==> config.mk <==
export PLATFORM = sky130hd
export DESIGN_NAME = nec_ir_pulse_decoder_top
export DESIGN_NICKNAME = d
export VERILOG_FILES = /design/src/rtl/core/necd_pkg.sv /design/src/rtl/core/nec_ir_pulse_decoder_top.sv /design/src/rtl/core/necd_csr.sv
export SDC_FILE = /design/constraint.sdc
export NUM_CORES = 1
export LEC_CHECK = 0
export ABC_AREA = 0
export ABC_CLOCK_PERIOD_IN_PS = 6040
export CELL_PAD_IN_SITES_DETAIL_PLACEMENT = 0
export CELL_PAD_IN_SITES_GLOBAL_PLACEMENT = 1
export CORE_UTILIZATION = 40
export CTS_CLUSTER_SIZE = 24
export DETAILED_ROUTE_END_ITERATION = 16
export DONT_BUFFER_PORTS = 1
export PLACE_DENSITY_LB_ADDON = 0.15
export SLEW_MARGIN = 40
export SYNTH_ARGS = -nofsm -noshare
export SYNTH_HDL_FRONTEND = slang
export SYNTH_SLANG_ARGS = --single-unit
export TNS_END_PERCENT = 5
==> constraint.sdc <==
create_clock -name clock -period 6.04 [get_ports clock]
set_clock_uncertainty 0.2 [all_clocks]
set_input_delay 0.604 -clock clock [delete_from_list [all_inputs] [get_ports clock]]
set_output_delay 0.604 -clock clock [all_outputs]
set_load 0.005 [all_outputs]
==> src/rtl/core/necd_pkg.sv <==
package necd_pkg;

   localparam int TIME_W = 16;
   localparam int CSR_ADDR_W = 5;
   localparam int CSR_DATA_W = 32;

   localparam logic [5:0] FRAME_PULSES = 6'd34;
   localparam logic [5:0] REPEAT_PULSES = 6'd2;
   localparam logic [5:0] PULSE_LIMIT = 6'd35;
   localparam logic [5:0] FIRST_BIT_PULSE = 6'd2;

   typedef enum logic [0:0] {
      REQ_PULSE = 1'b0,
      REQ_TICK  = 1'b1
   } necd_item_kind_type;

   typedef enum logic [1:0] {
      KIND_REJECT      = 2'd0,
      KIND_DATA        = 2'd1,
      KIND_REPEAT_LIVE = 2'd2,
      KIND_REPEAT_DEAD = 2'd3
   } necd_kind_type;

   typedef enum logic [2:0] {
      REG_AGC_MARK      = 3'd0,
      REG_LONG_SPACE    = 3'd1,
      REG_SHORT_SPACE   = 3'd2,
      REG_BIT_MARK      = 3'd3,
      REG_ONE_SPACE     = 3'd4,
      REG_ZERO_SPACE    = 3'd5,
      REG_IDLE_TICKS    = 3'd6,
      REG_REPEAT_WINDOW = 3'd7
   } necd_reg_type;

   typedef struct packed {
      logic              req_type;
      logic [TIME_W-1:0] mark_start;
      logic [TIME_W-1:0] mark_end;
   } necd_req_type;

   typedef struct packed {
      logic [1:0] frame_kind;
      logic [7:0] address;
      logic [7:0] address_inverse;
      logic [7:0] command;
      logic [7:0] command_inverse;
   } necd_rsp_type;

   typedef struct packed {
      logic [TIME_W-1:0] agc_mark;
      logic [TIME_W-1:0] long_space;
      logic [TIME_W-1:0] short_space;
      logic [TIME_W-1:0] bit_mark;
      logic [TIME_W-1:0] one_space;
      logic [TIME_W-1:0] zero_space;
      logic [7:0]        idle_ticks;
      logic [15:0]       repeat_window;
   } necd_cfg_type;

endpackage

==> src/rtl/core/nec_ir_pulse_decoder_top.sv <==
// Channel   Direction  Handshake             Beat
// req       in         req_valid/req_stall   pulse timestamps or one timer tick
// rsp       out        rsp_valid/rsp_stall   frame kind and four frame bytes
// csr       in         psel/penable/pready   one 32-bit register write or read
//
// An accepted beat is held in an input register and is decoded once the result register is free,
// when the frame state and the result register update together.
// A new beat is accepted every cycle that the input does not stall, so the decoder then takes one item per cycle.
// A result is built when its closing tick is decoded and waits in the result register.
// The input stalls only while the input register holds a beat and a stalled result is waiting.
// Reset is synchronous and restores the register defaults and an empty frame.
module nec_ir_pulse_decoder_top (
   input  logic                             clock,
   input  logic                             reset,
   input  logic                             req_valid,
   output logic                             req_stall,
   input  necd_pkg::necd_req_type           req_data,
   output logic                             rsp_valid,
   input  logic                             rsp_stall,
   output necd_pkg::necd_rsp_type           rsp_data,
   input  logic                             psel,
   input  logic                             penable,
   input  logic                             pwrite,
   input  logic [necd_pkg::CSR_ADDR_W-1:0]  paddr,
   input  logic [necd_pkg::CSR_DATA_W-1:0]  pwdata,
   output logic [necd_pkg::CSR_DATA_W-1:0]  prdata,
   output logic                             pready
);
   import necd_pkg::*;

   function automatic logic near_fn(input logic [TIME_W-1:0] d, input logic [TIME_W-1:0] t);
      logic [TIME_W+2:0] d5;
      logic [TIME_W+2:0] t4;
      logic [TIME_W+2:0] t6;
      d5 = {3'b000, d} + {1'b0, d, 2'b00};
      t4 = {1'b0, t, 2'b00};
      t6 = {1'b0, t, 2'b00} + {2'b00, t, 1'b0};
      return (t4 < d5) && (d5 < t6);
   endfunction

   necd_cfg_type      cfg;
   necd_req_type      item_ff;
   logic              item_valid_ff;
   necd_rsp_type      rsp_ff;
   necd_rsp_type      rsp_in;
   logic              rsp_valid_ff;
   logic              rsp_valid_in;

   logic [TIME_W-1:0] prev_end_ff;
   logic [TIME_W-1:0] prev_end_in;
   logic [5:0]        pulse_count_ff;
   logic [5:0]        pulse_count_in;
   logic              data_ok_ff;
   logic              data_ok_in;
   logic              repeat_ok_ff;
   logic              repeat_ok_in;
   logic [31:0]       bit_shift_ff;
   logic [31:0]       bit_shift_in;
   logic [7:0]        idle_age_ff;
   logic [7:0]        idle_age_in;
   logic [15:0]       repeat_age_ff;
   logic [15:0]       repeat_age_in;
   logic              key_live_ff;
   logic              key_live_in;
   logic [31:0]       last_frame_ff;
   logic [31:0]       last_frame_in;

   logic              out_free;
   logic              advance;
   logic              close_frame;
   logic              fresh;
   logic [TIME_W-1:0] mark_w;
   logic [TIME_W-1:0] space_w;
   logic [5:0]        pc_minus2;
   logic [4:0]        bit_idx;
   logic              mark_is_bit;

   necd_csr u_csr (
      .clock   (clock),
      .reset   (reset),
      .psel    (psel),
      .penable (penable),
      .pwrite  (pwrite),
      .paddr   (paddr),
      .pwdata  (pwdata),
      .prdata  (prdata),
      .pready  (pready),
      .cfg     (cfg)
   );

   assign out_free  = !rsp_valid_ff || !rsp_stall;
   assign advance   = item_valid_ff && out_free;
   assign req_stall = item_valid_ff && !out_free;
   assign rsp_valid = rsp_valid_ff;
   assign rsp_data  = rsp_ff;

   assign mark_w      = item_ff.mark_end - item_ff.mark_start;
   assign space_w     = item_ff.mark_start - prev_end_ff;
   assign pc_minus2   = pulse_count_ff - FIRST_BIT_PULSE;
   assign bit_idx     = pc_minus2[4:0];
   assign mark_is_bit = near_fn(mark_w, cfg.bit_mark);

   always_comb begin
      prev_end_in    = prev_end_ff;
      pulse_count_in = pulse_count_ff;
      data_ok_in     = data_ok_ff;
      repeat_ok_in   = repeat_ok_ff;
      bit_shift_in   = bit_shift_ff;
      idle_age_in    = idle_age_ff;
      repeat_age_in  = repeat_age_ff;
      key_live_in    = key_live_ff;
      last_frame_in  = last_frame_ff;
      rsp_in         = rsp_ff;
      rsp_valid_in   = rsp_valid_ff && rsp_stall;
      close_frame    = 1'b0;
      fresh          = 1'b0;
      if (advance) begin
         if (item_ff.req_type == REQ_PULSE) begin
            if (pulse_count_ff == '0) begin
               if (!near_fn(mark_w, cfg.agc_mark)) begin
                  data_ok_in   = 1'b0;
                  repeat_ok_in = 1'b0;
               end
            end else if (pulse_count_ff == 6'd1) begin
               if (!near_fn(space_w, cfg.long_space) || !mark_is_bit) begin
                  data_ok_in = 1'b0;
               end
               if (!near_fn(space_w, cfg.short_space) || !mark_is_bit) begin
                  repeat_ok_in = 1'b0;
               end
            end else if (pulse_count_ff < FRAME_PULSES) begin
               if (near_fn(space_w, cfg.one_space)) begin
                  bit_shift_in[bit_idx] = 1'b1;
               end else if (!near_fn(space_w, cfg.zero_space)) begin
                  data_ok_in = 1'b0;
               end
               if (!mark_is_bit) begin
                  data_ok_in = 1'b0;
               end
            end
            if (pulse_count_ff < PULSE_LIMIT) begin
               pulse_count_in = pulse_count_ff + 6'd1;
            end
            prev_end_in = item_ff.mark_end;
            idle_age_in = '0;
         end else begin
            if (pulse_count_ff != '0) begin
               if (idle_age_ff >= cfg.idle_ticks) begin
                  close_frame  = 1'b1;
                  rsp_valid_in = 1'b1;
                  rsp_in       = '0;
                  rsp_in.frame_kind = KIND_REJECT;
                  if (pulse_count_ff == FRAME_PULSES && data_ok_ff) begin
                     fresh         = 1'b1;
                     last_frame_in = bit_shift_ff;
                     key_live_in   = 1'b1;
                     repeat_age_in = '0;
                     rsp_in.frame_kind      = KIND_DATA;
                     rsp_in.address         = bit_shift_ff[7:0];
                     rsp_in.address_inverse = bit_shift_ff[15:8];
                     rsp_in.command         = bit_shift_ff[23:16];
                     rsp_in.command_inverse = bit_shift_ff[31:24];
                  end else if (pulse_count_ff == REPEAT_PULSES && repeat_ok_ff) begin
                     if (key_live_ff) begin
                        rsp_in.frame_kind      = KIND_REPEAT_LIVE;
                        rsp_in.address         = last_frame_ff[7:0];
                        rsp_in.address_inverse = last_frame_ff[15:8];
                        rsp_in.command         = last_frame_ff[23:16];
                        rsp_in.command_inverse = last_frame_ff[31:24];
                     end else begin
                        rsp_in.frame_kind = KIND_REPEAT_DEAD;
                     end
                  end
                  pulse_count_in = '0;
                  data_ok_in     = 1'b1;
                  repeat_ok_in   = 1'b1;
                  bit_shift_in   = '0;
                  idle_age_in    = '0;
               end else begin
                  idle_age_in = idle_age_ff + 8'd1;
               end
            end
            if (key_live_ff && !fresh) begin
               if (repeat_age_ff >= cfg.repeat_window) begin
                  key_live_in   = 1'b0;
                  repeat_age_in = '0;
               end else begin
                  repeat_age_in = repeat_age_ff + 16'd1;
               end
            end
         end
      end
   end

   always_ff @(posedge clock) begin
      if (!req_stall) begin
         item_ff <= req_data;
      end
      rsp_ff <= rsp_in;
      if (reset) begin
         item_valid_ff  <= 1'b0;
         rsp_valid_ff   <= 1'b0;
         prev_end_ff    <= '0;
         pulse_count_ff <= '0;
         data_ok_ff     <= 1'b1;
         repeat_ok_ff   <= 1'b1;
         bit_shift_ff   <= '0;
         idle_age_ff    <= '0;
         repeat_age_ff  <= '0;
         key_live_ff    <= 1'b0;
         last_frame_ff  <= '0;
      end else begin
         if (!req_stall) begin
            item_valid_ff <= req_valid;
         end
         rsp_valid_ff   <= rsp_valid_in;
         prev_end_ff    <= prev_end_in;
         pulse_count_ff <= pulse_count_in;
         data_ok_ff     <= data_ok_in;
         repeat_ok_ff   <= repeat_ok_in;
         bit_shift_ff   <= bit_shift_in;
         idle_age_ff    <= idle_age_in;
         repeat_age_ff  <= repeat_age_in;
         key_live_ff    <= key_live_in;
         last_frame_ff  <= last_frame_in;
      end
   end

   a_empty_bytes: assert property (@(posedge clock) disable iff (reset)
      (rsp_valid_ff && (rsp_ff.frame_kind == KIND_REJECT ||
                        rsp_ff.frame_kind == KIND_REPEAT_DEAD))
      |-> (rsp_ff.address == '0 && rsp_ff.address_inverse == '0 &&
           rsp_ff.command == '0 && rsp_ff.command_inverse == '0))
      else $error("Rejected or dead repeat result carries nonzero bytes.");

   a_close_opens: assert property (@(posedge clock) disable iff (reset)
      (advance && close_frame) |=> (pulse_count_ff == '0 && rsp_valid_ff))
      else $error("Closed frame did not reopen or lost its result.");

   a_count_bound: assert property (@(posedge clock) disable iff (reset)
      pulse_count_ff <= PULSE_LIMIT)
      else $error("Pulse count passed its saturation limit.");

   a_dead_key_age: assert property (@(posedge clock) disable iff (reset)
      !key_live_ff |-> (repeat_age_ff == '0))
      else $error("Key age is nonzero while no key is live.");

endmodule

==> src/rtl/core/necd_csr.sv <==
module necd_csr (
   input  logic                             clock,
   input  logic                             reset,
   input  logic                             psel,
   input  logic                             penable,
   input  logic                             pwrite,
   input  logic [necd_pkg::CSR_ADDR_W-1:0]  paddr,
   input  logic [necd_pkg::CSR_DATA_W-1:0]  pwdata,
   output logic [necd_pkg::CSR_DATA_W-1:0]  prdata,
   output logic                             pready,
   output necd_pkg::necd_cfg_type           cfg
);
   import necd_pkg::*;

   necd_cfg_type cfg_ff;
   necd_cfg_type cfg_in;
   necd_reg_type reg_sel;
   logic         write_en;

   assign reg_sel  = necd_reg_type'(paddr[CSR_ADDR_W-1:2]);
   assign write_en = psel && penable && pwrite;
   assign pready   = 1'b1;
   assign cfg      = cfg_ff;

   always_comb begin
      cfg_in = cfg_ff;
      if (write_en) begin
         case (reg_sel)
            REG_AGC_MARK:      cfg_in.agc_mark      = pwdata[TIME_W-1:0];
            REG_LONG_SPACE:    cfg_in.long_space    = pwdata[TIME_W-1:0];
            REG_SHORT_SPACE:   cfg_in.short_space   = pwdata[TIME_W-1:0];
            REG_BIT_MARK:      cfg_in.bit_mark      = pwdata[TIME_W-1:0];
            REG_ONE_SPACE:     cfg_in.one_space     = pwdata[TIME_W-1:0];
            REG_ZERO_SPACE:    cfg_in.zero_space    = pwdata[TIME_W-1:0];
            REG_IDLE_TICKS:    cfg_in.idle_ticks    = pwdata[7:0];
            REG_REPEAT_WINDOW: cfg_in.repeat_window = pwdata[15:0];
            default:           cfg_in = cfg_ff;
         endcase
      end
   end

   always_comb begin
      prdata = '0;
      case (reg_sel)
         REG_AGC_MARK:      prdata = CSR_DATA_W'(cfg_ff.agc_mark);
         REG_LONG_SPACE:    prdata = CSR_DATA_W'(cfg_ff.long_space);
         REG_SHORT_SPACE:   prdata = CSR_DATA_W'(cfg_ff.short_space);
         REG_BIT_MARK:      prdata = CSR_DATA_W'(cfg_ff.bit_mark);
         REG_ONE_SPACE:     prdata = CSR_DATA_W'(cfg_ff.one_space);
         REG_ZERO_SPACE:    prdata = CSR_DATA_W'(cfg_ff.zero_space);
         REG_IDLE_TICKS:    prdata = CSR_DATA_W'(cfg_ff.idle_ticks);
         REG_REPEAT_WINDOW: prdata = CSR_DATA_W'(cfg_ff.repeat_window);
         default:           prdata = '0;
      endcase
   end

   always_ff @(posedge clock) begin
      if (reset) begin
         cfg_ff.agc_mark      <= 16'd9000;
         cfg_ff.long_space    <= 16'd4500;
         cfg_ff.short_space   <= 16'd2250;
         cfg_ff.bit_mark      <= 16'd560;
         cfg_ff.one_space     <= 16'd1680;
         cfg_ff.zero_space    <= 16'd560;
         cfg_ff.idle_ticks    <= 8'd15;
         cfg_ff.repeat_window <= 16'd440;
      end else begin
         cfg_ff <= cfg_in;
      end
   end

endmodule
# ---- Word level (Yosys, flattened, before mapping)
# Cells that the tools add are included.
dict set report classes {
  n_eq_ne 18
  n_mux 55
  addsub 14
  n_lt_le_gt_ge 18
  reduce_logical 56
  bitwise 3
}
# operator count
set ops {}
lappend ops {{two-way mux 32 bit} 9}
lappend ops {{one-hot mux 32 bit (8 select lines)} 1}
lappend ops {{adder 18 x 17 -> 19 bit} 6}
lappend ops {{< comparator 18 x 19 -> 1 bit} 6}
lappend ops {{< comparator 19 bit} 6}
lappend ops {{two-way mux 16 bit} 5}
lappend ops {{adder 16 x 18 -> 19 bit} 2}
lappend ops {{two-way mux 33 bit} 1}
lappend ops {{OR 32 bit} 1}
lappend ops {{subtractor 16 bit} 2}
lappend ops {{two-way mux 1 bit} 31}
lappend ops {{two-way mux 6 bit} 4}
lappend ops {{two-way mux 8 bit} 3}
lappend ops {{AND reduction 2 bit} 11}
lappend ops {{adder 16 x 1 -> 16 bit (second input constant)} 1}
lappend ops {{>= comparator 16 bit} 1}
lappend ops {{logical AND 1 bit} 15}
lappend ops {{equality test 3 bit (second input constant)} 4}
lappend ops {{< comparator 6 bit (second input constant)} 2}
lappend ops {{nonzero test 2 bit} 6}
lappend ops {{!= test 5 bit (second input constant)} 2}
lappend ops {{AND reduction 5 bit} 2}
lappend ops {{adder 8 x 1 -> 8 bit (second input constant)} 1}
lappend ops {{>= comparator 8 bit} 1}
lappend ops {{other kinds (27)} 41}
dict set report word_totals {
  wordCells 192
  in_bits 77
  reg_bits 302
}

# ---- Longest topological paths before layout
# Gate-level depths: netlist of the first run.
dict set report logic_depth {
  ltp_word 11
  depth_mapped 29
}

# ---- Modules after synthesis
# From an unflattened synthesis of the first run, not the netlist that was laid out.
dict set report hier_totals {
  cells_unflattened 2928
  hier_area_um2 24279.5
}
# mod area_each_um2 n_inst cells_each
set by_module_without_submodules {}
lappend by_module_without_submodules {nec_ir_pulse_decoder_top 18794.3 1 2225}
lappend by_module_without_submodules {necd_csr 5485.3 1 703}

# ---- Worst setup path after synthesis of the first run
# No wires, ideal clock.
dict set report synth_path {
  kind {flip-flop to flip-flop}
  start {register item_ff[16] (netlist name)}
  end {register bit_shift_ff[20]}
  required_ns 5.780
  stages_incl_launch_ff 26
  t_arrival_ns 5.537
  setup_slack_ns 0.243
  path_cell_list {edfxtp_1 > inv_1 > ha_1 > fa_1 > nor2b_4 > o31a_4 > o21a_1 > nor2_1 > xnor2_1 > ha_1 > a21o_1 > a221oi_2 > o21ai_0 > xor2_1 > ha_1 > a2111oi_0 > o221ai_1 > o22ai_1 > maj3_1 > maj3_1 > a21oi_1 > a221o_1 > a31o_2 > a211o_4 > nor2_8 > a22o_1}
}
dict set report synth_via {
  elab_chain_cells 6
}
# item line_no
set synth_rtl {}
lappend synth_rtl {{start: declaration} nec_ir_pulse_decoder_top.sv:42} ;# necd_req_type item_ff;
lappend synth_rtl {{start signal: assignment} nec_ir_pulse_decoder_top.sv:197} ;# item_ff <= req_data;
lappend synth_rtl {{subtractor 16 bit *} nec_ir_pulse_decoder_top.sv:98} ;# assign space_w = item_ff.mark_start - prev_end_ff;
lappend synth_rtl {{adder 16 x 18 -> 19 bit *} nec_ir_pulse_decoder_top.sv:35} ;# d5 = {3'b000, d} + {1'b0, d, 2'b00};
lappend synth_rtl {{< comparator 18 x 19 -> 1 bit / < comparator 19 bit (equally long branches)} nec_ir_pulse_decoder_top.sv:38} ;# return (t4 < d5) && (d5 < t6);
lappend synth_rtl {{logical AND 1 bit *} nec_ir_pulse_decoder_top.sv:38}
lappend synth_rtl {{nonzero test 2 bit (no line) *} --}
lappend synth_rtl {{AND reduction 7 bit (no line) *} --}
lappend synth_rtl {{end signal: assignment} nec_ir_pulse_decoder_top.sv:221} ;# bit_shift_ff <= bit_shift_in;
lappend synth_rtl {{end: declaration} nec_ir_pulse_decoder_top.sv:57} ;# logic [31:0] bit_shift_ff;
# Mark *: on every way between the ends. The rest lies on a longest branch, timed or not.
# A chain may end at the register's enable or synchronous reset.

# ---- Worst setup path in the final report of the first run
dict set report layout_path {
  start {register item_ff[17] (netlist name)}
  end {register data_ok_ff}
}
dict set report layout_via {
  elab_chain_cells 9
}
# item line_no
set layout_rtl {}
lappend layout_rtl {{subtractor 16 bit} nec_ir_pulse_decoder_top.sv:97} ;# assign mark_w = item_ff.mark_end - item_ff.mark_start;
lappend layout_rtl {{adder 16 x 18 -> 19 bit} nec_ir_pulse_decoder_top.sv:35}
lappend layout_rtl {{< comparator 18 x 19 -> 1 bit / < comparator 19 bit (equally long branches)} nec_ir_pulse_decoder_top.sv:38}
lappend layout_rtl {{logical AND 1 bit} nec_ir_pulse_decoder_top.sv:38}
lappend layout_rtl {{two-way mux 1 bit} nec_ir_pulse_decoder_top.sv:137} ;# if (!mark_is_bit) begin
lappend layout_rtl {{two-way mux 1 bit} nec_ir_pulse_decoder_top.sv:131} ;# end else if (pulse_count_ff < FRAME_PULSES) begin
lappend layout_rtl {{two-way mux 1 bit} nec_ir_pulse_decoder_top.sv:124} ;# end else if (pulse_count_ff == 6'd1) begin
lappend layout_rtl {{two-way mux 1 bit} nec_ir_pulse_decoder_top.sv:119} ;# if (pulse_count_ff == '0) begin
lappend layout_rtl {{two-way mux 1 bit} nec_ir_pulse_decoder_top.sv:118} ;# if (item_ff.req_type == REQ_PULSE) begin
lappend layout_rtl {{end signal: assignment} nec_ir_pulse_decoder_top.sv:219} ;# data_ok_ff <= data_ok_in;
lappend layout_rtl {{end: declaration} nec_ir_pulse_decoder_top.sv:53} ;# logic data_ok_ff;
# Parallel ways exist; a longest one is shown, timed or not. The select of a mux whose other input is x is not followed.

==> results of run 1 <==
per-layer routing:
layer | vias to the layer above | routed length, um
met4 | 0 | 2290
met2 | 521 | 35900
met1 | 10200 | 35200
met5 | - | 0
met3 | 113 | 4180
li1 | 10600 | -
sequential cells by signal, indices dropped and copies added (netlist names), 8 cells and up:
| signal | flops |
|---|---|
| last_frame_ff | 32 |
| repeat_age_ff | 16 |
| idle_age_ff | 8 |
| u_csr.cfg | 120 |
| bit_shift_ff | 32 |
| item_ff | 33 |
| rsp_data | 34 |
| prev_end_ff | 16 |
layout by cell type (no fill, tap or decap), types with 37 or more instances in the layout:
cell	synthesis	routed
dlygate4sd3_1	0	52
buf_4	17	173
xor2_1	68	67
a21o_1	62	62
a21oi_1	293	288
o21ai_0	111	100
edfxtp_1	67	67
xnor2_1	82	71
ha_1	342	329
nor2_1	167	159
inv_1	164	162
a22o_1	67	67
nand3_1	82	79
nand2_1	419	419
o21a_1	37	37
dfxtp_1	235	235
cells in the mapped netlist, drive strengths merged (14+ instances only):
library cell / number
a211oi: 26
nand3: 82
o211ai: 31
o22ai: 18
ha: 342
edfxtp: 67
nand2b: 20
a22o: 67
xor2: 68
a31oi: 25
xnor2: 82
a21oi: 294
clkbuf: 84
inv: 165
o21ai: 114
a21o: 62
dfxtp: 235
nand2: 419
mux2i: 25
o21a: 37
nor3: 37
nand4: 23
and3: 25
or3: 20
a2111oi: 14
nor2: 171
nor2b: 22
o21bai: 20
maj3: 23
buf: 27
area by class of cell:
class                           count  share of cell area, %
Multi-Input combinational cell   2269                   58.9
Clock buffer                       46                   3.55
Clock inverter                     18                  0.980
Timing Repair Buffer              227                   6.71
Antenna cell                        2                 0.0180
Sequential cell                   302                   24.1
Tap cell                          765                   3.44
Inverter                          165                   2.23
what timing repair did:
item	CTS	global route
hold buffers	53	0
resized for setup	66	39
endpoints found under the hold margin	207	0
setup buffers	6	3
pin swaps	35	40
endpoints found under the setup margin	34	34
path summary, 6_finish.rpt:
kind | to | cells after the start
setup reg to reg | data_ok_ff | 30
hold / removal | u_csr.cfg[74] | 2
setup / recovery | data_ok_ff | 30
hold reg to reg | last_frame_ff[25] | 2
critical path, delay by kind of cell, from the launching register on:
kind	cells	cell delay, ns
adder cells (fa/ha/maj)	5	1.55
XOR/XNOR	2	0.36
AND/OR/NAND/NOR	7	1.08
flip-flops	1	0.39
AO/OA/AOI/OAI	10	1.57
buffers and inverters	6	0.75
report_power, final:
group          total (W)  switching, W  internal, W
registers        0.00211     0.0000311      0.00208
clock network    0.00235      0.000931      0.00142
logic            0.00401       0.00213      0.00189
total            0.00848       0.00309      0.00539
kinds of logic after synthesis:
family | Yosys count | synth area share [%]
AND/OR/NAND/NOR | 875 | 16.8
adder cells (fa/ha/maj) | 375 | 20.0
AO/OA/AOI/OAI | 819 | 22.8
multiplexers | 33 | 1.49
flip-flops | 302 | 28.5
buffers and inverters | 276 | 4.74
other | 2 | 0.0319
XOR/XNOR | 150 | 5.57
stage by stage:
stage | cell area, um2 | setup slack [ns] | TNS, ns | util [%]
finish | 27800 | 0.0292 | 0 | 48.0
global route | 27800 | -0.355 | -9.13 | 48.0
CTS | 27600 | -0.0162 | -0.0162 | 47.6
detailed placement | 25400 | -0.559 | -9.97 | 43.9
global placement | 25400 | -0.491 | -8.58 | 43.8
floorplan | 23600 | 0.243 | 0 | -
==> run summary, run 1 <==
sequential cell area: 6720 um2
DR vias: 21.4k
drt wl/cell: 20.4 um
period utilisation layout: 99.5%
Final ANT Viol Nets: 0
Core ar.: 57900 um2
EDFF count, synth: 67
maximum clock path buffer count: 3
I/O pins: 146
Critical Path Source Type: flop
Non-Filler Instances: 3794
MaxCap Viol Count: 0
Final Hold Slack: 0.0218 ns
CP endpoint kind: flop
final hold viol count: 0
die span in y: 245 um
Hold Path Class: input pin to flop
top cell type's share of synthesized area: 20.0%
status: completed
Final HPWL DP: 59.7 mm
slowest stage cell on the critical path: edfxtp_1
Fillers: 5557
first drt pass iteration count: 5
gr ovfl total: 0
PD cells: 305 nW/um2
worst-skew pair later-pin latency: 0.56 ns
vias in the first global route: 20.7k
r2r setup slk: 0.03 ns
final setup vio count: 0
row cnt: 88
die area: 59900 um2
GRT busiest layer: met2
gpl congestion: 0.903
clk sink count: 302
first-pass GRT wire length: 119 mm
P&R area growth vs syn: 18.0%
fmax: 166 MHz
DRT iter0 DRCs: 1306
Data required, critical path: 6.31 ns
die width: 245 um
CP max stage delay: 0.39 ns
CTS root buf: clkbuf_16
CTS clk-pin slew, worst paths: 0.07 ns
synth warn: 0
hold path start: pwdata[2]
critical-path maximum fanout: 3
Worst-Margin Slew: 0.855 ns
Crit Path Class: flop to flop
RSZ-0062 raised after global routing: true
asr flop ratio synth: 0%
gr usage total: 25.7%
WP data arrival: 6.28 ns
largest net degree at the start of global routing: 140
met2 usage: 43.1%
Final min period: 6.01 ns
initial antenna violation count: 3
Max transition margin: 42.8%
Mapped Avg Cell Area: 8.32 um2
Via density: 5.64
ratio of cells with drive above 1 in the final layout: 12.1%
Critical Path Most Common Cell: buf_4
area of the multi-input gates: 16400 um2
I/O Buffers: 0
Pins Over Slew Limit: 0
ranking of synthesized cells by area: dfxtp_1 (20%), ha_1 (18%), edfxtp_1 (8.5%), nand2_1 (6.7%), a21oi_1 (6.2%)
power consumption: 0.00848 W
area leader, netlist: dfxtp_1
met3 Use GR: 4.01%
Yosys cell types: 89
Mapped Area: 23600 um2
H-tree Lvls: 2
number of synthesized register bits: 302
crit path launch: item_ff[17]
Max IR drop VDD: 250 uV
Synth Instances: 2832
fin nets: 3430
r2r startpoint: item_ff[17]
ys flop type: dfxtp_1
DRC errors left: 0
Placed Cells: 3666
met1 Track Usage GR: 33.8%
Initial Utilization: 40.7%
total routed wirelength: 77.6 mm
CTS tree: yes
CTS buffer count: 36
Static Leak: 11.9 nW
sequential element share of the synthesized area: 28.5%
(Power assumes the default switching activity.)
==> inputs of run 2 (changes only) <==
--- a/config.mk
+++ b/config.mk
@@ -11,2 +11,3 @@
 export CELL_PAD_IN_SITES_GLOBAL_PLACEMENT = 1
+export CORE_MARGIN = 3
 export CORE_UTILIZATION = 40
==> constraint.sdc (replaced) <==
create_clock -name clock -period 6.04 [get_ports clock]
set_clock_uncertainty 0.2 [all_clocks]
set_input_delay 0.302 -clock clock [delete_from_list [all_inputs] [get_ports clock]]
set_output_delay 0.302 -clock clock [all_outputs]
set_load 0.005 [all_outputs]
==> run summary, run 2 (synthesis results as in run 1) <==
CP endpoint kind: flop (unchanged)
combinational share of power: 48.0% (was 47.3%)
Final HPWL DP: 60.1 mm (was 59.7 mm)
WP data arrival: 6.29 ns (was 6.28 ns)
PD cells: 301 nW/um2 (was 305 nW/um2)
Worst-Margin Slew: 0.775 ns (was 0.855 ns)
sequential power share: 25.4% (was 24.9%)
Max transition margin: 47.0% (was 42.8%)
Initial Utilization: 40.6% (was 40.7%)
H-tree Lvls: 2 (unchanged)
final hold viol count: 0 (unchanged)
clk sink count: 302 (unchanged)
area of the multi-input gates: 16400 um2 (about the same)
critical-path maximum fanout: 4 (was 3)
r2r setup slk: 0.003 ns (was 0.03 ns)
I/O Buffers: 0 (unchanged)
DR vias: 21.4k (about the same)
I/O pins: 146 (unchanged)
die area: 61900 um2 (was 59900 um2)
WHS Endpoint: u_csr.cfg[99] (was u_csr.cfg[74])
Final ANT Viol Nets: 0 (unchanged)
fin nets: 3420 (was 3430)
CTS clk-pin slew, worst paths: 0.06 ns (was 0.07 ns)
Final min period: 6.04 ns (was 6.01 ns)
status: completed (unchanged)
most frequent cells in the layout: nand2_1 (419), ha_1 (333), a21oi_1 (276) (was nand2_1 (419), ha_1 (329), a21oi_1 (288))
worst r2r path cells: 29 (was 30)
die span in y: 249 um (was 245 um)
Fillers: 5624 (was 5557)
gr ovfl total: 0 (unchanged)
fmax: 166 MHz (about the same)
drt wl/cell: 20.6 um (was 20.4 um)
placed cell areas: 25300 um2 (was 25400 um2)
die width: 249 um (was 245 um)
Net Sw Frac: 36.8% (was 36.4%)
Hold Path Class: input pin to flop (unchanged)
gr usage total: 24.5% (was 25.7%)
Clock power frac: 26.6% (was 27.8%)
slowest stage cell on the critical path: edfxtp_1 (unchanged)
initial antenna violation count: 6 (was 3)
CTS root buf: clkbuf_16 (unchanged)
ratio of cells with drive above 1 in the final layout: 11.8% (was 12.1%)
DRT iter0 DRCs: 1310 (was 1306)
Pins Over Slew Limit: 0 (unchanged)
Static Leak: 11.8 nW (was 11.9 nW)
max reg flops: 120 (unchanged)
final setup vio count: 0 (unchanged)
power consumption: 0.00833 W (was 0.00848 W)
vias in the first global route: 20.9k (was 20.7k)
Core ar.: 58000 um2 (was 57900 um2)
sw power: 0.00307 W (was 0.00309 W)
CTS tree: yes (unchanged)
CTS buffer count: 36 (unchanged)
MaxCap Viol Count: 0 (unchanged)
Placed Cells: 3644 (was 3666)
Non-Filler Instances: 3785 (was 3794)
period utilisation layout: 100% (was 99.5%)
Max IR drop VDD: 249 uV (was 250 uV)
worst-skew pair later-pin latency: 0.55 ns (was 0.56 ns)
Critical Path Source Type: flop (unchanged)
Final Hold Slack: 0.0601 ns (was 0.0218 ns)
capturing point of the worst reg2reg path: data_ok_ff (unchanged)
CP max stage delay: 0.40 ns (was 0.39 ns)
sequential cell area: 6720 um2 (unchanged)
total routed wirelength: 78.0 mm (was 77.6 mm)
commonest non-fill, non-tap cell in the layout: nand2_1 (unchanged)
maximum clock path buffer count: 3 (unchanged)
Data required, critical path: 6.29 ns (was 6.31 ns)
Via density: 5.64 (about the same)
largest net degree at the start of global routing: 143 (was 140)
RSZ-0062 raised after global routing: true (unchanged)
Crit Path Class: flop to flop (unchanged)
Min-Delay Path Depth: 4 (was 2)
P_int: 0.00526 W (was 0.00539 W)
r2r startpoint: item_ff[16] (was item_ff[17])
post-route cell area: 27700 um2 (was 27800 um2)
first-pass GRT wire length: 121 mm (was 119 mm)
P&R area growth vs syn: 17.4% (was 18.0%)
first drt pass iteration count: 5 (unchanged)
hold path start: paddr[2] (was pwdata[2])
gpl congestion: 0.918 (was 0.903)
DRC errors left: 0 (unchanged)
row cnt: 88 (unchanged)
-- run 2: stage by stage --
step           util, %  setup slack (ns)  TNS (ns)
6_report          47.7           0.00286         0
5_1_grt           47.7            -0.279     -7.75
4_1_cts           47.2           -0.0513    -0.580
3_5_place_dp      43.5            -0.355     -9.01
3_3_place_gp      43.4            -0.254     -4.55
2_1_floorplan        -             0.243         0
-- run 2: area by class of cell --
type | instances | area share, %
tap | 765 | 3.46
antenna | 1 | 0.00904
clock inverter | 17 | 0.660
clock buffer | 49 | 3.74
inverter | 165 | 2.26
sequential | 302 | 24.3
multi-input combinational | 2269 | 59.1
timing repair buffer | 217 | 6.50
-- run 2: worst max-delay path by stage --
stage,cells after the start,start,end,slack (ns)
after floorplan,25,item_ff[16],bit_shift_ff[20],0.24
after global placement,25,item_ff[16],data_ok_ff,-0.25
after detailed placement,28,item_ff[16],repeat_ok_ff,-0.35
after CTS,29,item_ff[16],bit_shift_ff[13],-0.05
after global routing,29,item_ff[16],bit_shift_ff[4],-0.28
final,29,item_ff[16],data_ok_ff,0.003
-- run 2: critical path: cells and delay by family (launching register included) --
kind | cells | cell delay [ns]
AO/OA/AOI/OAI | 12 | 2.18
adder cells (fa/ha/maj) | 7 | 1.86
XOR/XNOR | 2 | 0.28
flip-flops | 1 | 0.40
AND/OR/NAND/NOR | 4 | 0.42
buffers and inverters | 4 | 0.58
-- run 2: what timing repair did --
| item | 4_1_cts | 5_1_grt |
|---|---|---|
| gates resized for setup | 53 | 55 |
| hold endpoints to repair | 213 | 0 |
| pin swaps | 41 | 30 |
| endpoints found under the setup margin | 34 | 34 |
| buffers inserted | 11 | 5 |
| hold buffers | 59 | 0 |
-- run 2: per-layer routing --
| layer | routed length [um] | track usage (%) |
|---|---|---|
| met3 | 4570 | 4.68 |
| met2 | 35600 | 40.7 |
| met1 | 35300 | 32.5 |
| met5 | 41 | 0 |
| met4 | 2410 | 7.17 |
-- run 2: power by group through the flow --
stage	registers [W]	logic, W	clock network, W
after global routing	0.00212	0.00446	0.00236
final	0.00211	0.00400	0.00222
after CTS	0.00211	0.00381	0.00226
after floorplan	0.00214	0.00224	0
after global placement	0.00216	0.00339	0
after detailed placement	0.00216	0.00349	0
==> inputs of run 3 (changes only) <==
- CELL_PAD_IN_SITES_DETAIL_PLACEMENT: 0 -> 1
- SETUP_SLACK_MARGIN: unset -> 0.4
==> run summary, run 3 (synthesis results as in run 1) <==
I/O Buffers: 0 (unchanged)
H-tree Lvls: 2 (unchanged)
DRC errors left: 0 (unchanged)
RSZ-0062 raised after global routing: true (unchanged)
ratio of cells with drive above 1 in the final layout: 11.6% (was 11.8%)
fin util: 47.7% (about the same)
period utilisation layout: 101% (was 100%)
worst-skew pair later-pin latency: 0.56 ns (was 0.55 ns)
Pins Over Slew Limit: 0 (unchanged)
Final ANT Viol Nets: 0 (unchanged)
fin nets: 3399 (was 3420)
commonest non-fill, non-tap cell in the layout: nand2_1 (unchanged)
Crit path max-delay family: compound AO/OA/AOI/OAI gates (unchanged)
CTS clk-pin slew, worst paths: 0.06 ns (about the same)
Max transition margin: 42.5% (was 47.0%)
Crit Path Class: flop to flop (unchanged)
WP data arrival: 6.37 ns (was 6.29 ns)
slowest stage cell on the critical path: edfxtp_1 (unchanged)
max reg flops: 120 (unchanged)
Critical Path Most Common Cell: buf_4
die span in y: 249 um (unchanged)
CTS root buf: clkbuf_16 (unchanged)
total routed wirelength: 84.5 mm (was 78.0 mm)
final setup margin: -0.0580 ns (was 0.00286 ns)
Final HPWL DP: 64.2 mm (was 60.1 mm)
Worst-Margin Slew: 0.856 ns (was 0.775 ns)
final setup vio count: 33 (was 0)
MaxCap Viol Count: 0 (unchanged)
PD cells: 307 nW/um2 (was 301 nW/um2)
initial antenna violation count: 3 (was 6)
Via density: 5.83 (was 5.64)
largest net degree at the start of global routing: 143 (unchanged)
critical-path maximum fanout: 5 (was 4)
Data required, critical path: 6.31 ns (was 6.29 ns)
Hold Path Class: input pin to flop (unchanged)
Critical Path Source Type: flop (unchanged)
Core ar.: 58000 um2 (unchanged)
status: finished with violations (was completed)
fmax: 164 MHz (was 166 MHz)
P&R area growth vs syn: 17.4% (about the same)
Final min period: 6.10 ns (was 6.04 ns)
CTS tree: yes (unchanged)
vias in the first global route: 22.6k (was 20.9k)
die width: 249 um (unchanged)
DR vias: 21.9k (was 21.4k)
first-pass GRT wire length: 130 mm (was 121 mm)
drt wl/cell: 22.4 um (was 20.6 um)
CTS buffer count: 37 (was 36)
CP endpoint kind: flop (unchanged)
die area: 61900 um2 (unchanged)
Initial Utilization: 40.6% (unchanged)
DRT iter0 DRCs: 1168 (was 1310)
sum of buffers and inverters on the critical path: 5 (was 4)
first drt pass iteration count: 5 (unchanged)
gr usage total: 26.4% (was 24.5%)
I/O pins: 146 (unchanged)
gpl congestion: 0.923 (was 0.918)
maximum clock path buffer count: 3 (unchanged)
most frequent cells in the layout: nand2_1 (419), ha_1 (328), a21oi_1 (282) (was nand2_1 (419), ha_1 (333), a21oi_1 (276))
Static Leak: 11.8 nW (about the same)
Max IR drop VDD: 222 uV (was 249 uV)
gr ovfl total: 0 (unchanged)
row cnt: 88 (unchanged)
Final Hold Slack: -0.0242 ns (was 0.0601 ns)
failing checks: negative hold slack, negative setup slack
final hold viol count: 7 (was 0)
CP max stage delay: 0.45 ns (was 0.40 ns)
clk sink count: 302 (unchanged)
run 3: changes by cell type in the layout (fill, tap and decap cells not counted), sizes merged, moves of 2 or more:
cell,change
diode,+2
inv,+3
buf,-22
bufinv,+2
clkinvlp,-3
run 3: path summary, 6_finish.rpt:
| kind | start | to | slack [ns] | cells past startpoint |
|---|---|---|---|---|
| worst max-delay path | item_ff[16] | data_ok_ff | -0.06 | 29 |
| worst min register to register | last_frame_ff[27] | last_frame_ff[27] | 0.25 | 2 |
| worst max register to register | item_ff[16] | data_ok_ff | -0.06 | 29 |
| worst min-delay path | reset | last_frame_ff[17] | -0.02 | 2 |
run 3: worst reg2reg max path, delay by kind of cell, from the launching register on:
| kind | cells | cell delay (ns) |
|---|---|---|
| AOI/OAI and AO/OA | 12 | 2.19 |
| buffers and inverters | 5 | 0.68 |
| DFF | 1 | 0.45 |
| and+or+nand+nor | 4 | 0.46 |
| xor gates and xnor gates | 2 | 0.29 |
| adders and majority gates | 6 | 1.74 |
run 3: power breakdown:
part           switching (W)  leakage, nW  total (W)  internal, W
Combinational        0.00222         8.51    0.00406      0.00184
Clock               0.000942        0.625    0.00233      0.00139
Sequential         0.0000317         2.64    0.00211      0.00208
run 3: repair_timing:
item,4_1_cts,5_1_grt
setup endpoints to repair,34,34
hold endpoints to repair,213,0
hold buffers,59,0
gates resized for setup,49,66
pin swaps,22,55
buffers inserted,5,9
run 3: final cells by class:
cell class                      count  area (um2)
Sequential cell                   302        6720
Inverter                          165         622
Fill cell                        6767       30300
Clock inverter                     20         238
Timing Repair Buffer              195        1640
Clock buffer                       48        1030
Antenna cell                        3        7.51
Multi-Input combinational cell   2269       16500
Tap cell                          765         957
run 3: per-stage QoR:
stage / setup TNS (ns) / instances / cell area [um2] / power (W) / worst slack (ns)
floorplan: 0 / 2847 / 23700 / 0.00440 / 0.354
global placement: -2.67 / 3623 / 25100 / 0.00551 / -0.189
detailed placement: -8.12 / 3623 / 25100 / 0.00569 / -0.386
CTS: -0.0748 / 3755 / 27300 / 0.00826 / -0.0230
global route: -12.48 / 3765 / 27700 / 0.00908 / -0.451
finish: -1.20 / 3767 / 27700 / 0.00851 / -0.0580
run 3: layer usage:
| metal | global-route usage, % | vias up | routed length, um |
|---|---|---|---|
| li1 | - | 10500 | - |
| met1 | 33.1 | 10800 | 36500 |
| met2 | 45.7 | 491 | 40300 |
| met3 | 4.78 | 139 | 4550 |
| met4 | 8.79 | 0 | 3140 |
| met5 | 0 | - | 0 |
